$ cat src/hta_pkg.sv
// hta_pkg: shared types, constants and helpers for the handle table allocator.
// Used by hta_bitmap and handle_table_allocator; depends on nothing.
package hta_pkg;

  localparam int TABLE_SIZE = 256;
  localparam int SLOT_W     = 8;
  localparam int HANDLE_W   = 16;
  localparam int COUNT_W    = 8;
  localparam int SLOT_RANGE = (TABLE_SIZE < (1 << SLOT_W)) ? TABLE_SIZE : (1 << SLOT_W);
  localparam int SLOT_AW    = $clog2(SLOT_RANGE);
  localparam int ROW_W      = (SLOT_RANGE < 16) ? SLOT_RANGE : 16;
  localparam int BIT_W      = $clog2(ROW_W);
  localparam int ROWS       = SLOT_RANGE / ROW_W;
  localparam int ROW_AW     = (ROWS > 1) ? $clog2(ROWS) : 1;
  localparam int NUM_PRESET = 3;
  localparam int PRE_AW     = $clog2(NUM_PRESET);

  typedef enum logic [2:0] {
    FN_OPEN      = 3'd0,
    FN_CLOSE     = 3'd1,
    FN_LOOKUP    = 3'd2,
    FN_TEST      = 3'd3,
    FN_ADD_USER  = 3'd4,
    FN_DROP_USER = 3'd5
  } func_t;

  typedef enum logic [1:0] {
    ST_OK       = 2'd0,
    ST_FULL     = 2'd1,
    ST_NOT_OPEN = 2'd2
  } status_t;

  typedef enum logic {
    S_IDLE = 1'b0,
    S_EXEC = 1'b1
  } state_t;

  // bitmap row write-back
  typedef struct packed {
    logic              en;
    logic [ROW_AW-1:0] row;
    logic [ROW_W-1:0]  data;
  } map_wr_t;

  // free-row summary
  typedef struct packed {
    logic              any_free;
    logic [ROW_AW-1:0] free_row;
  } map_stat_t;

  // bitmap row contents after reset: preset slots marked
  function automatic logic [ROW_W-1:0] map_reset_row(logic [ROW_AW-1:0] row);
    logic [ROW_W-1:0] w;
    w = '0;
    for (int b = 0; b < ROW_W; b++) begin
      if ((int'(row) * ROW_W + b) < NUM_PRESET) w[b] = 1'b1;
    end
    return w;
  endfunction

  // lowest clear bit of a bitmap row
  function automatic logic [BIT_W-1:0] row_first_free(logic [ROW_W-1:0] w);
    logic [BIT_W-1:0] idx;
    idx = '0;
    for (int b = ROW_W - 1; b >= 0; b--) begin
      if (!w[b]) idx = BIT_W'(b);
    end
    return idx;
  endfunction

endpackage

$ cat src/handle_table_allocator.sv
// handle_table_allocator: top level of the handle table with bitmap allocator.
// Uses hta_pkg and hta_bitmap; holds the host handle memory and result register.
//
//   channel | ports                                   | direction
//   --------+-----------------------------------------+----------
//   in      | in_valid/in_ready, func, slot, handle   | request
//   out     | out_valid/out_ready, status .. count    | result
//
// Each beat runs in two steps: read the bitmap row and the handle memory,
// then evaluate and write back. The registered memory read sets this split.
// Reset: synchronous, active low; no clearing pass (reset rows come from
// per-row valid bits, preset handles from three flags).
// A new request is taken while a result still sits in the output register;
// the write-back cycle stalls only if that register is still full.
module handle_table_allocator (
  input  logic                         clk,
  input  logic                         rst_n,
  input  logic                         in_valid,
  output logic                         in_ready,
  input  logic [2:0]                   in_func,
  input  logic [hta_pkg::SLOT_W-1:0]   in_slot,
  input  logic [hta_pkg::HANDLE_W-1:0] in_host_handle,
  output logic                         out_valid,
  input  logic                         out_ready,
  output logic [1:0]                   out_status,
  output logic [hta_pkg::SLOT_W-1:0]   out_slot_out,
  output logic [hta_pkg::HANDLE_W-1:0] out_host_out,
  output logic                         out_is_open,
  output logic [hta_pkg::COUNT_W-1:0]  out_user_count
);

  hta_pkg::state_t state_r, state_nxt;

  // request latched at accept
  hta_pkg::func_t               func_r;
  logic [hta_pkg::SLOT_W-1:0]   slot_r;
  logic [hta_pkg::HANDLE_W-1:0] handle_r;
  logic                         full_r;
  logic [hta_pkg::ROW_AW-1:0]   row_r;

  logic [hta_pkg::COUNT_W-1:0]  user_refs_r, user_refs_nxt;
  logic [hta_pkg::NUM_PRESET-1:0] boot_r, boot_nxt;

  // handle memory
  logic [hta_pkg::HANDLE_W-1:0] host_mem [hta_pkg::SLOT_RANGE];
  logic [hta_pkg::HANDLE_W-1:0] host_q_r;
  logic                         host_we;
  logic [hta_pkg::SLOT_AW-1:0]  host_wa;

  // bitmap
  logic                         accept;
  logic [hta_pkg::ROW_AW-1:0]   rd_row;
  logic [hta_pkg::ROW_W-1:0]    row_word;
  hta_pkg::map_wr_t             map_wr;
  hta_pkg::map_stat_t           map_stat;

  // evaluation
  logic                         out_load;
  logic                         in_range;
  logic                         marked;
  logic [hta_pkg::BIT_W-1:0]    bit_idx;
  logic [hta_pkg::BIT_W-1:0]    free_bit;
  logic [hta_pkg::SLOT_AW-1:0]  alloc_slot;
  logic                         preset_hit;

  // output register
  logic                         out_valid_r, out_valid_nxt;
  logic [1:0]                   out_status_r, status_nxt;
  logic [hta_pkg::SLOT_W-1:0]   out_slot_r, slot_out_nxt;
  logic [hta_pkg::HANDLE_W-1:0] out_host_r, host_out_nxt;
  logic                         out_open_r, is_open_nxt;
  logic [hta_pkg::COUNT_W-1:0]  out_count_r;

  assign accept   = in_valid && in_ready;
  assign out_load = (state_r == hta_pkg::S_EXEC) && (!out_valid_r || out_ready);

  // open searches the lowest row with a free bit; the rest address their slot's row
  assign rd_row = (hta_pkg::func_t'(in_func) == hta_pkg::FN_OPEN) ? map_stat.free_row
                                                                  : in_slot[hta_pkg::BIT_W +: hta_pkg::ROW_AW];

  hta_bitmap u_bitmap (
    .clk     (clk),
    .rst_n   (rst_n),
    .rd_en   (accept),
    .rd_row  (rd_row),
    .rd_data (row_word),
    .wr      (map_wr),
    .stat    (map_stat)
  );

  always_ff @(posedge clk) begin
    if (host_we) begin
      host_mem[host_wa] <= handle_r;
    end
    if (accept) begin
      host_q_r <= host_mem[in_slot[hta_pkg::SLOT_AW-1:0]];
    end
  end

  always_ff @(posedge clk) begin
    if (accept) begin
      func_r   <= hta_pkg::func_t'(in_func);
      slot_r   <= in_slot;
      handle_r <= in_host_handle;
      full_r   <= !map_stat.any_free;
      row_r    <= rd_row;
    end
    if (out_load) begin
      out_status_r <= status_nxt;
      out_slot_r   <= slot_out_nxt;
      out_host_r   <= host_out_nxt;
      out_open_r   <= is_open_nxt;
      out_count_r  <= user_refs_nxt;
    end
  end

  always_ff @(posedge clk) begin
    if (!rst_n) begin
      state_r     <= hta_pkg::S_IDLE;
      user_refs_r <= '0;
      boot_r      <= '1;
      out_valid_r <= 1'b0;
    end else begin
      state_r     <= state_nxt;
      user_refs_r <= user_refs_nxt;
      boot_r      <= boot_nxt;
      out_valid_r <= out_valid_nxt;
    end
  end

  // next state
  always_comb begin
    state_nxt = state_r;
    case (state_r)
      hta_pkg::S_IDLE: if (accept)   state_nxt = hta_pkg::S_EXEC;
      hta_pkg::S_EXEC: if (out_load) state_nxt = hta_pkg::S_IDLE;
      default:         state_nxt = hta_pkg::S_IDLE;
    endcase
  end

  // state outputs
  always_comb begin
    in_ready = 1'b0;
    case (state_r)
      hta_pkg::S_IDLE: in_ready = 1'b1;
      hta_pkg::S_EXEC: in_ready = 1'b0;
      default:         in_ready = 1'b0;
    endcase
  end

  // evaluate the request against the row read back
  assign in_range   = int'(slot_r) < hta_pkg::SLOT_RANGE;
  assign bit_idx    = slot_r[hta_pkg::BIT_W-1:0];
  assign marked     = in_range && row_word[bit_idx];
  assign free_bit   = hta_pkg::row_first_free(row_word);
  assign alloc_slot = {row_r, free_bit};
  assign preset_hit = (int'(slot_r) < hta_pkg::NUM_PRESET)
                      && boot_r[slot_r[hta_pkg::PRE_AW-1:0]];

  always_comb begin
    status_nxt    = hta_pkg::ST_OK;
    slot_out_nxt  = '0;
    host_out_nxt  = '0;
    is_open_nxt   = 1'b0;
    user_refs_nxt = user_refs_r;
    boot_nxt      = boot_r;
    map_wr.en     = 1'b0;
    map_wr.row    = row_r;
    map_wr.data   = row_word;
    host_we       = 1'b0;
    host_wa       = alloc_slot;
    case (func_r)
      hta_pkg::FN_OPEN: begin
        if (full_r) begin
          status_nxt = hta_pkg::ST_FULL;
        end else begin
          slot_out_nxt          = hta_pkg::SLOT_W'(alloc_slot);
          is_open_nxt           = 1'b1;
          map_wr.en             = out_load;
          map_wr.data[free_bit] = 1'b1;
          host_we               = out_load;
          // preset slot reused: the memory now holds its handle
          if ((int'(alloc_slot) < hta_pkg::NUM_PRESET) && out_load) begin
            boot_nxt[alloc_slot[hta_pkg::PRE_AW-1:0]] = 1'b0;
          end
        end
      end
      hta_pkg::FN_CLOSE: begin
        is_open_nxt = marked;
        if (marked) begin
          map_wr.en            = out_load;
          map_wr.data[bit_idx] = 1'b0;
        end else begin
          status_nxt = hta_pkg::ST_NOT_OPEN;
        end
      end
      hta_pkg::FN_LOOKUP: begin
        is_open_nxt = marked;
        if (marked) begin
          host_out_nxt = preset_hit ? hta_pkg::HANDLE_W'(slot_r) : host_q_r;
        end else begin
          status_nxt = hta_pkg::ST_NOT_OPEN;
        end
      end
      hta_pkg::FN_TEST: begin
        is_open_nxt = marked;
      end
      hta_pkg::FN_ADD_USER: begin
        if (out_load && (user_refs_r != '1)) user_refs_nxt = user_refs_r + 1'b1;
      end
      hta_pkg::FN_DROP_USER: begin
        if (out_load && (user_refs_r != '0)) user_refs_nxt = user_refs_r - 1'b1;
      end
      default: begin
      end
    endcase
  end

  always_comb begin
    out_valid_nxt = out_valid_r;
    if (out_load)       out_valid_nxt = 1'b1;
    else if (out_ready) out_valid_nxt = 1'b0;
  end

  assign out_valid      = out_valid_r;
  assign out_status     = out_status_r;
  assign out_slot_out   = out_slot_r;
  assign out_host_out   = out_host_r;
  assign out_is_open    = out_open_r;
  assign out_user_count = out_count_r;

`ifndef SYNTHESIS
  a_accept_exec: assert property (@(posedge clk) disable iff (!rst_n)
    accept |=> state_r == hta_pkg::S_EXEC)
    else $error("request not evaluated after accept");

  a_rise_from_exec: assert property (@(posedge clk) disable iff (!rst_n)
    $rose(out_valid_r) |-> $past(state_r == hta_pkg::S_EXEC))
    else $error("result appeared without evaluation");

  a_no_write_idle: assert property (@(posedge clk) disable iff (!rst_n)
    (state_r == hta_pkg::S_IDLE) |-> !map_wr.en && !host_we)
    else $error("table written outside evaluation");

  a_full_no_slot: assert property (@(posedge clk) disable iff (!rst_n)
    out_valid_r && (out_status_r == hta_pkg::ST_FULL) |-> out_slot_r == '0 && !out_open_r)
    else $error("table full result carries a slot");
`endif

endmodule

$ cat src/hta_bitmap.sv
// hta_bitmap: open-slot bitmap held as a row memory with a registered read,
// per-row valid bits for reset state and a row-full summary. Uses hta_pkg.
module hta_bitmap (
  input  logic                       clk,
  input  logic                       rst_n,
  input  logic                       rd_en,
  input  logic [hta_pkg::ROW_AW-1:0] rd_row,
  output logic [hta_pkg::ROW_W-1:0]  rd_data,
  input  hta_pkg::map_wr_t           wr,
  output hta_pkg::map_stat_t         stat
);

  logic [hta_pkg::ROW_W-1:0]  map_mem [hta_pkg::ROWS];
  logic [hta_pkg::ROWS-1:0]   row_vld_r;
  logic [hta_pkg::ROWS-1:0]   row_full_r;
  logic [hta_pkg::ROW_W-1:0]  rd_q_r;
  logic                       rd_vld_r;
  logic [hta_pkg::ROW_AW-1:0] rd_row_r;

  always_ff @(posedge clk) begin
    if (wr.en) begin
      map_mem[wr.row] <= wr.data;
    end
    if (rd_en) begin
      rd_q_r   <= map_mem[rd_row];
      rd_vld_r <= row_vld_r[rd_row];
      rd_row_r <= rd_row;
    end
  end

  always_ff @(posedge clk) begin
    if (!rst_n) begin
      row_vld_r <= '0;
      for (int r = 0; r < hta_pkg::ROWS; r++) begin
        row_full_r[r] <= &hta_pkg::map_reset_row(hta_pkg::ROW_AW'(r));
      end
    end else if (wr.en) begin
      row_vld_r[wr.row]  <= 1'b1;
      row_full_r[wr.row] <= &wr.data;
    end
  end

  // rows never written read as their reset contents
  assign rd_data = rd_vld_r ? rd_q_r : hta_pkg::map_reset_row(rd_row_r);

  always_comb begin
    stat.any_free = ~&row_full_r;
    stat.free_row = '0;
    for (int r = hta_pkg::ROWS - 1; r >= 0; r--) begin
      if (!row_full_r[r]) stat.free_row = hta_pkg::ROW_AW'(r);
    end
  end

endmodule

$ cat config.mk
export PLATFORM = sky130hd
export DESIGN_NAME = handle_table_allocator
export DESIGN_NICKNAME = d
export VERILOG_FILES = /design/src/hta_pkg.sv /design/src/handle_table_allocator.sv /design/src/hta_bitmap.sv
export SDC_FILE = /design/constraint.sdc
export NUM_CORES = 2
export LEC_CHECK = 0
export BUFFER_PORTS_ARGS = -buffer_cell sky130_fd_sc_hd__buf_2
export CORE_AREA = 3 3 560 562
export CTS_CLUSTER_DIAMETER = 100
export DETAILED_ROUTE_END_ITERATION = 8
export DIE_AREA = 0 0 563 565
export PLACE_DENSITY_LB_ADDON = 0.3
export SYNTH_ARGS = -nofsm -noshare
export SYNTH_HDL_FRONTEND = slang
export SYNTH_HIERARCHICAL = 1
export SYNTH_MEMORY_MAX_BITS = 65536
export SYNTH_SLANG_ARGS = --single-unit
export TNS_END_PERCENT = 100
$ cat constraint.sdc
create_clock -name clk -period 4.5 [get_ports clk]
set_clock_uncertainty 0.2 [all_clocks]
set_input_delay 0.225 -clock clk [delete_from_list [all_inputs] [get_ports clk]]
set_output_delay 0.225 -clock clk [all_outputs]
set_load 0.03 [all_outputs]
==> impl_metrics.env <==
export IMPL_status="complete, no violations"
export IMPL_h_tree_depth=5
export IMPL_worstMarginPinSlew_ns=1.33
export IMPL_cts_tree="yes"
export IMPL_vias=86500
export IMPL_power_per_cell_area_mw_per_mm2=439
export IMPL_clkSlewWorstSetupHoldPaths_ns=0.06
export IMPL_synth_area_mm2=0.173
export IMPL_cts_root_buf="clkbuf_16"
export IMPL_hpwl_um=258000
export IMPL_finalCritPeriodShare=0.948
export IMPL_grt_overflow_total=0
export IMPL_finalHoldViolations=0
export IMPL_cap_violations=0
export IMPL_synthCells=8050
export IMPL_cts_buffers=436
export IMPL_synth_edff_count=4456
export IMPL_netlist_top_cells_area="edfxtp_1 (77%), mux4_2 (12%), mux2i_1 (3.2%)"
export IMPL_synth_xor_area_frac=0.000304
export IMPL_path_class="flop to flop"
export IMPL_design_die_area_mm2=0.318
export IMPL_dpl_cell_area_mm2=0.182
export IMPL_post_synth_fa_ha_maj_area_fraction=0.000217
export IMPL_drtIter0Drc=12200
export IMPL_async_flop_share=0
export IMPL_yosys_area_top_type="edfxtp_1"
export IMPL_min_period_ns=4.27
export IMPL_ys_types=74
export IMPL_pre_cts_slack_ns=0.171
export IMPL_cp_max_fo=15
export IMPL_synth_top_cells_by_count="edfxtp_1 (4456), mux4_2 (886), mux2i_1 (558)"
export IMPL_ys_ff_latch=4501
export IMPL_gp_routability_congestion=0.890
export IMPL_drc=0
export IMPL_report_final_setup_viol=0
export IMPL_setup_ws_ns=0.232
export IMPL_final_area_mm2=0.196
export IMPL_io_pins=68
export IMPL_io_buffers=67
export IMPL_grt_pass1_wl_um=622000
export IMPL_core_area_mm2=0.309
export IMPL_area_delta_synth_final_pct=13.7
export IMPL_clk_latency_ns=0.98
export IMPL_routed_wl_um=432000
export IMPL_synth_nets=8084
export IMPL_dieHeight_um=565
export IMPL_grt_usage=0.271
export IMPL_cts_buffer_depth=4
export IMPL_ys_flop_type="edfxtp_1"
export IMPL_synth_compound_area_frac=0.0304
export IMPL_rsz0062_at_grt="false"
export IMPL_avgSynthCellArea_um2=21.5
export IMPL_synth_top_area_share=0.774
export IMPL_start_kind="flop"
export IMPL_maxSlewViolCount=0
export IMPL_worstSetupEndpointType="flop"
export IMPL_synth_warnings=6
export IMPL_hp_class="input pin to flop"
export IMPL_vias_per_cell=6.52
export IMPL_die_w_um=563
export IMPL_post_drt_wl_per_cell_um=32.6
export IMPL_power_leakage_nw=63.1
export IMPL_ant_nets=0
export IMPL_worstHoldPathCells=2
export IMPL_muxShareOfSynthArea=0.149
export IMPL_drive_gt1_frac=0.251
export IMPL_ys_seq_area_frac=0.780
export IMPL_rows=204
export IMPL_grt_max_degree=193
export IMPL_antenna_found_initial=14
export IMPL_yosysMostFrequentCell="edfxtp_1"
export IMPL_cts_sinks=4501
export IMPL_relSlewSlack=0.113
export IMPL_dr_pass1_iters=6
export IMPL_fin_nets=8817
export IMPL_worstPathArrival_ns=4.93
export IMPL_ir_drop_mv=0.413
export IMPL_synth_top_family_by_area="multiplexers"
export IMPL_yosys_area_share_simple=0.0249
export IMPL_grt_pass1_vias=85800
export IMPL_r2r_cells=15
export IMPL_setup_tns_ns=0
export IMPL_clock_fmax_mhz=234
export IMPL_required_ns=5.17
export IMPL_start_util=0.559
[per-layer routing]
metal / global-route usage / routed length [µm] / vias up
met5: 0 / 57 / -
li1: - / - / 35300
met1: 0.381 / 162000 / 45500
met4: 0.103 / 19100 / 8
met3: 0.0503 / 42400 / 804
met2: 0.430 / 208000 / 4817
[cell type report]
cell class / instances / area (µm²)
antenna: 11 / 27.5
clock buffer: 546 / 11500
clock inverter: 251 / 2580
fill: 20100 / 112000
inverter: 19 / 71.3
multi-input combinational: 3061 / 35600
sequential: 4501 / 135000
tap: 4120 / 5150
timing repair buffer: 764 / 6900
[cell usage in the layout (no fill, tap or decap), drive strengths merged, types with 45 or more instances in the layout]
cell         netlist  routed
mux2i            558     558
nor2             364     364
clkinv             0     196
nand2             84      84
a22oi            115     115
o22ai            302     302
a22o              98      98
edfxtp          4456    4456
mux4             889     889
nand3             45      45
a31oi             54      54
dlygate4sd3        0      54
dfxtp             45      45
nor3              59      59
clkbuf           200     547
nor4              90      90
nand4             50      50
buf              269     709
nor2b             51      51
[what timing repair did]
item / in CTS / in global routing
hold buffers: 54 / 0
gates resized for setup: 0 / 1
setup endpoints to repair: 0 / 11
setup buffers: 0 / 5
endpoints found under the hold margin: 80 / 0
[through the flow]
| stage | util | instances | hold WS (ns) | total power, mW |
|---|---|---|---|---|
| 2_1_floorplan | - | 8050 | 0.124 | 49.8 |
| 3_3_place_gp | 0.589 | 12400 | 0.202 | 51.3 |
| 3_5_place_dp | 0.589 | 12400 | 0.204 | 51.3 |
| 4_1_cts | 0.636 | 13300 | 0.0485 | 86.7 |
| 5_1_grt | 0.636 | 13300 | 0.0718 | 88.5 |
| 6_report | 0.636 | 13300 | 0.114 | 86.3 |
[final timing paths]
path / from / to / slack [ns]
setup / recovery: u_bitmap/rd_vld_r / u_bitmap/row_full_r[7] / 0.23
hold / removal: in_slot[7] / slot_r[7] / 0.11
setup reg to reg: u_bitmap/rd_vld_r / u_bitmap/row_full_r[7] / 0.23
hold reg to reg: u_bitmap/row_vld_r[14] / u_bitmap/row_vld_r[14] / 0.26
[sequential cells by signal (all words and copies together) (netlist names), 16 cells and up]
name                 flops
host_mem              4096
u_bitmap/map_mem       256
handle_r                16
host_q_r                16
out_host_out            16
u_bitmap/rd_q_r         16
u_bitmap/row_full_r     16
u_bitmap/row_vld_r      16
[power breakdown]
group	internal, mW	switching [mW]	leakage [nW]
registers	46.3	0.136	40.5
logic	1.44	2.70	15.8
clock network	20.3	15.5	6.85
total	68.0	18.3	63.1
[critical path, cell delays in order, from the launching register on]
cell	delay, ns
edfxtp_1	0.47
clkbuf_2	0.21
nor2_1	0.08
a21o_1	0.20
mux4_1	0.56
mux4_2	0.53
nand2b_2	0.17
or2_4	0.18
or3_1	0.16
o21ai_0	0.09
o21ai_1	0.18
nand4_1	0.21
nor4_4	0.40
buf_4	0.27
nand2_1	0.07
a21boi_0	0.18
[cells by family after synthesis]
| logic type | count (synthesis) |
|---|---|
| xor gates and xnor gates | 6 |
| buffers and inverters | 488 |
| and+or+nand+nor | 857 |
| DFF | 4501 |
| muxes | 1452 |
| adders and majority gates | 3 |
| AOI/OAI and AO/OA | 743 |
Power figures use the tool's default switching activity.
